`config.mk`:
```
export PLATFORM = sky130hd
export DESIGN_NAME = spcr_isqrt
export DESIGN_NICKNAME = d
export VERILOG_FILES = /design/src/design/sphere_pair_collision_response_defines.svh /design/src/design/spcr_pkg.sv /design/src/design/spcr_isqrt.sv
export SDC_FILE = /design/constraint.sdc
export NUM_CORES = 2
export LEC_CHECK = 0
export ABC_CLOCK_PERIOD_IN_PS = 6400
export BUFFER_PORTS_ARGS = -buffer_cell sky130_fd_sc_hd__buf_2
export CAP_MARGIN = 10
export CELL_PAD_IN_SITES_DETAIL_PLACEMENT = 1
export CELL_PAD_IN_SITES_GLOBAL_PLACEMENT = 2
export CORE_UTILIZATION = 49
export CTS_CLUSTER_DIAMETER = 120
export DETAILED_ROUTE_END_ITERATION = 7
export GPL_ROUTABILITY_DRIVEN = 0
export HOLD_SLACK_MARGIN = 0.02
export MAX_ROUTING_LAYER = met4
export PLACE_DENSITY_LB_ADDON = 0.1
export SLEW_MARGIN = 20
export SYNTH_ARGS = -nofsm -noshare
export SYNTH_HDL_FRONTEND = slang
export SYNTH_SLANG_ARGS = --single-unit
```
`constraint.sdc`:
```
create_clock -name clk_i -period 6.4 [get_ports clk_i]
set_input_delay 0 -clock clk_i [delete_from_list [all_inputs] [get_ports clk_i]]
set_output_delay 0 -clock clk_i [all_outputs]
set_load 0.02 [all_outputs]
```
`src/design/sphere_pair_collision_response_defines.svh`:
```
// assertion macros for the sphere pair collision response block
// expects clk_i and rst_ni in the scope where a macro is used
`ifndef SPHERE_PAIR_COLLISION_RESPONSE_DEFINES_SVH
`define SPHERE_PAIR_COLLISION_RESPONSE_DEFINES_SVH

// property must hold at every clock edge out of reset
`define SPCR_ASSERT(name, prop, msg) \
  name: assert property (@(posedge clk_i) disable iff (!rst_ni) prop) \
    else $error(msg);

// expression must never be true out of reset
`define SPCR_NEVER(name, expr, msg) \
  name: assert property (@(posedge clk_i) disable iff (!rst_ni) !(expr)) \
    else $error(msg);

`endif

```
`src/design/spcr_pkg.sv`:
```
// shared types, widths and output saturation for the sphere pair collision response
// no dependencies
package spcr_pkg;

  localparam int unsigned LIMB_W     = 32;
  localparam int unsigned Q_W        = 32;
  localparam int unsigned SQ_W       = 64;
  localparam int unsigned SQRT_STEPS = SQ_W / 2;
  localparam int unsigned LEN_W      = SQ_W / 2;

  typedef struct packed {
    logic signed [31:0] dist_x;
    logic signed [31:0] dist_y;
    logic signed [31:0] dist_z;
    logic signed [31:0] rel_vel_x;
    logic signed [31:0] rel_vel_y;
    logic signed [31:0] rel_vel_z;
    logic [30:0]        mass_a;
    logic [30:0]        mass_b;
    logic [30:0]        reach_a;
    logic [30:0]        reach_b;
  } in_t;

  typedef struct packed {
    logic signed [31:0] dvel_a_x;
    logic signed [31:0] dvel_a_y;
    logic signed [31:0] dvel_a_z;
    logic signed [31:0] dvel_b_x;
    logic signed [31:0] dvel_b_y;
    logic signed [31:0] dvel_b_z;
    logic signed [31:0] push_x;
    logic signed [31:0] push_y;
    logic signed [31:0] push_z;
    logic               contact;
    logic               degenerate;
  } out_t;

  // apply sign to a truncated magnitude and clamp to the signed 32 bit range
  function automatic logic signed [31:0] sat32(input logic [Q_W-1:0] q, input logic ovf,
                                              input logic neg);
    logic [31:0] lim;
    logic [31:0] mag;
    lim = neg ? 32'h8000_0000 : 32'h7fff_ffff;
    mag = (ovf || (32'(q) > lim)) ? lim : 32'(q);
    return neg ? $signed(32'(-mag)) : $signed(mag);
  endfunction

endpackage

```
`src/design/spcr_isqrt.sv`:
```
// pipelined integer square root, one result bit per stage
// depends on spcr_pkg
module spcr_isqrt (
  input  logic                       clk_i,
  input  logic                       en_i,
  input  logic [spcr_pkg::SQ_W-1:0]  s_i,
  output logic [spcr_pkg::LEN_W-1:0] len_o
);
  import spcr_pkg::*;

  logic [SQ_W-1:0] s_q [SQRT_STEPS];
  logic [SQ_W-1:0] r_q [SQRT_STEPS];

  for (genvar j = 0; j < SQRT_STEPS; j++) begin : g_step
    localparam logic [SQ_W-1:0] BIT = SQ_W'(1) << (SQ_W - 2 - 2 * j);
    logic [SQ_W-1:0] s_in;
    logic [SQ_W-1:0] r_in;
    logic [SQ_W:0]   trial;
    logic            ge;

    if (j == 0) begin : g_first
      assign s_in = s_i;
      assign r_in = '0;
    end else begin : g_next
      assign s_in = s_q[j-1];
      assign r_in = r_q[j-1];
    end

    assign trial = {1'b0, r_in} + {1'b0, BIT};
    assign ge    = {1'b0, s_in} >= trial;

    always_ff @(posedge clk_i) begin
      if (en_i) begin
        s_q[j] <= ge ? (s_in - trial[SQ_W-1:0]) : s_in;
        r_q[j] <= ge ? ((r_in >> 1) + BIT) : (r_in >> 1);
      end
    end
  end

  assign len_o = r_q[SQRT_STEPS-1][LEN_W-1:0];

endmodule

```
==> results.md <==
* Layout cell share with drive strength beyond 1 at 7.49%
* P_sw at 15.1 mW
* Post-CTS setup buffers at 0
* PortBufs at 97
* Filler cells at 24,700
* Die X-Extent at 499 um
* Core Region at 246,000 um^2
* Final min period at 4.80 ns
* WL/cell at 24.7 um
* Vias at 79,900
* Final Setup Violations at 0
* FP Rows at 182
* Dpl hpwl at 243 mm
* Crit Path Max Fanout at 19
* Fin crit share at 75.1%
* First-pass GRT wire length at 509 mm
* CTS tree: built
* CTS Buffer Depth at 4
* Largest net degree at the start of global routing at 186
* Seq/Total Area, Yosys at 62.2%
* Util after Layout at 55.5%
* Htree depth at 5
* Tightest Pin Transition at 1.12 ns
* Design area at 136,000 um^2
* Nets at 10,700
* Synth Flop Type: edfxtp_1
* Hold_buf cts at 131
* Overflow left after global routing at 0
* Initial antenna violation count at 7
* Vias in the first global route at 83,000
* Slew Viols, Final at 0
* Slew HR at 25.0%
* Reg power frac at 45.2%
* Die height at 499 um
* Ys Warns at 0
* Final Power at 50.3 mW
* Synth unique cells at 91
* Gr usage total at 27.4%
* Hold_sp: s_i[58]
* Pwr/cell area at 368 nW/um^2
* Reg clk slew, reported paths at 0.06 ns
* Class of the worst hold path: in -> reg
* Root Buffer: clkbuf_16
* Post-Synthesis Cells at 9,683
* DR DRC count at 0
* DRT Pass-1 Iters at 8
* Die Footprint at 249,000 um^2
* Worst setup margin at 1.60 ns
* Worst r2r src: s_q[20][46]$_DFFE_PP_
* Most frequent cells in the layout: 2,512 x edfxtp_1, 704 x inv_1, 634 x nor2_1, 604 x nand2_1, 601 x a21oi_1
* Max cap viols at 0
* Leak pwr at 51.0 nW
* Avg Cell Area, Syn at 12.5 um^2
* Post-synth EDFFs at 2,512
* Setup tns final at 0 ns
* Dpl ws at 1.65 ns
* Worst-Skew Late Latency at 0.95 ns
* Min Hold Slack at 0.191 ns
* Int Power at 35.1 mW
* Reg2reg setup slack at 1.60 ns
* Startpoint class of the critical path: register
* Initial core utilization at 49.3%
* CTS Sinks at 2,512
* Via density at 5.91
* Cell area after synthesis at 121,000 um^2
* Clock power share at 33.5%
* Critical Path End Type: register
* VDD IR max at 0.265 mV
* Final std cells w/o fill at 13,500
* Most common cell after layout, fill and taps aside: edfxtp_1
* Synth Register Bits at 2,512
* Final hold violations at 0
* Crit path kind: reg -> reg
* I/O pin count at 98
* CP Launch Point: s_q[20][46]$_DFFE_PP_
* Max Fclk at 0.208 GHz
* Post-route ant nets at 0
* Async SR Flop Fraction at 0%
* CTS resizes at 0
* Final wirelength at 334 mm
* Clock Skews at 0.0962 ns
* TritonCTS Buffers at 292
* Gate power share at 21.3%
* CP Data Required Time at 7.03 ns
* Switching share of power at 30.1%
* RSZ-0062 raised after global routing: false
* Critical Path AT at 5.43 ns
* Initial DRC Count at 6,035
* Post-synth net total at 10,300
* Area grow syn2layout at 12.6%
* # placed instances at 12,900
* Status: complete, no violations
* Placed inst area at 126,000 um^2
==> power groups by stage <==
stage                     clock network, mW  logic, mW  registers [mW]
final                                  16.8       10.7            22.7
after global routing                   17.6       11.8            22.9
after CTS                              17.0       10.7            22.7
after detailed placement                  0       10.5            23.0
after global placement                    0       10.3            23.0
after floorplan                           0       7.61            22.1
==> state kept, by name, summed over array words and instances (netlist names) <==
register  count
s_q        1984
r_q         528
==> cells in the mapped netlist, types with 43 or more instances <==
cell	n	area, um^2
or3_1	117	732
nor3_1	263	1320
nand3_1	162	811
xor2_1	388	3400
o21a_1	108	811
nand2_1	605	2270
clkbuf_1	168	631
nor4_1	357	2230
inv_1	704	2640
xnor2_1	469	4110
and3_1	53	332
mux2_2	93	1050
a21o_1	234	1760
o31ai_1	43	323
nand4_1	156	976
o211ai_1	49	368
o21ai_0	424	2120
nor4b_1	59	517
nand2b_1	107	669
nor2b_1	69	432
a31oi_1	59	369
a211oi_1	57	428
or4_1	76	571
nor2_1	635	2380
o21bai_1	63	473
edfxtp_1	2512	75400
a21oi_1	602	3010
ha_1	558	6980
==> worst max-delay path, cell delays in order, from the launching register on <==
cell,delay (ns)
edfxtp_1,0.52
nor3_1,0.78
nand4_1,0.53
nor4_1,0.71
nor4b_1,0.17
o311a_1,0.44
a311oi_1,0.93
nor4b_1,0.33
o22ai_1,0.13
==> layout make-up <==
| class | instances | area (um^2) | share of cell area [%] |
|---|---|---|---|
| sequential | 2512 | 75400 | 55.3 |
| multi-input combinational | 6267 | 42400 | 31.1 |
| clock buffer | 334 | 7510 | 5.50 |
| tap | 3220 | 4030 | 2.95 |
| inverter | 706 | 2650 | 1.94 |
| timing repair buffer | 294 | 2510 | 1.84 |
| clock inverter | 169 | 1900 | 1.39 |
| antenna | 6 | 15.0 | 0.0110 |
==> routing by layer <==
metal  part of all wire, %  track usage (%)  vias up
met1                    43             35.1    40400
met4                   2.3             6.42        0
li1                      -                -    37100
met2                    50             46.6     1882
met3                   4.3             2.89      503
met5                     0                -        -
==> cells by family after synthesis <==
logic type	count (synthesis)	synth area share [%]
xor gates and xnor gates	857	6.19
buffers and inverters	904	2.83
adders and majority gates	558	5.76
AOI/OAI and AO/OA	1879	9.71
and+or+nand+nor	2868	12.3
DFF	2512	62.2
muxes	105	0.963
==> path summary, 6_finish.rpt <==
check,end,cells past startpoint
setup / recovery,s_q[21][52]$_DFFE_PP_,8
hold / removal,r_q[0][62]$_DFFE_PP_,5
setup reg to reg,s_q[21][52]$_DFFE_PP_,8
hold reg to reg,r_q[14][76]$_DFFE_PP_,0
No activity file was read; power rests on OpenSTA's default activity.
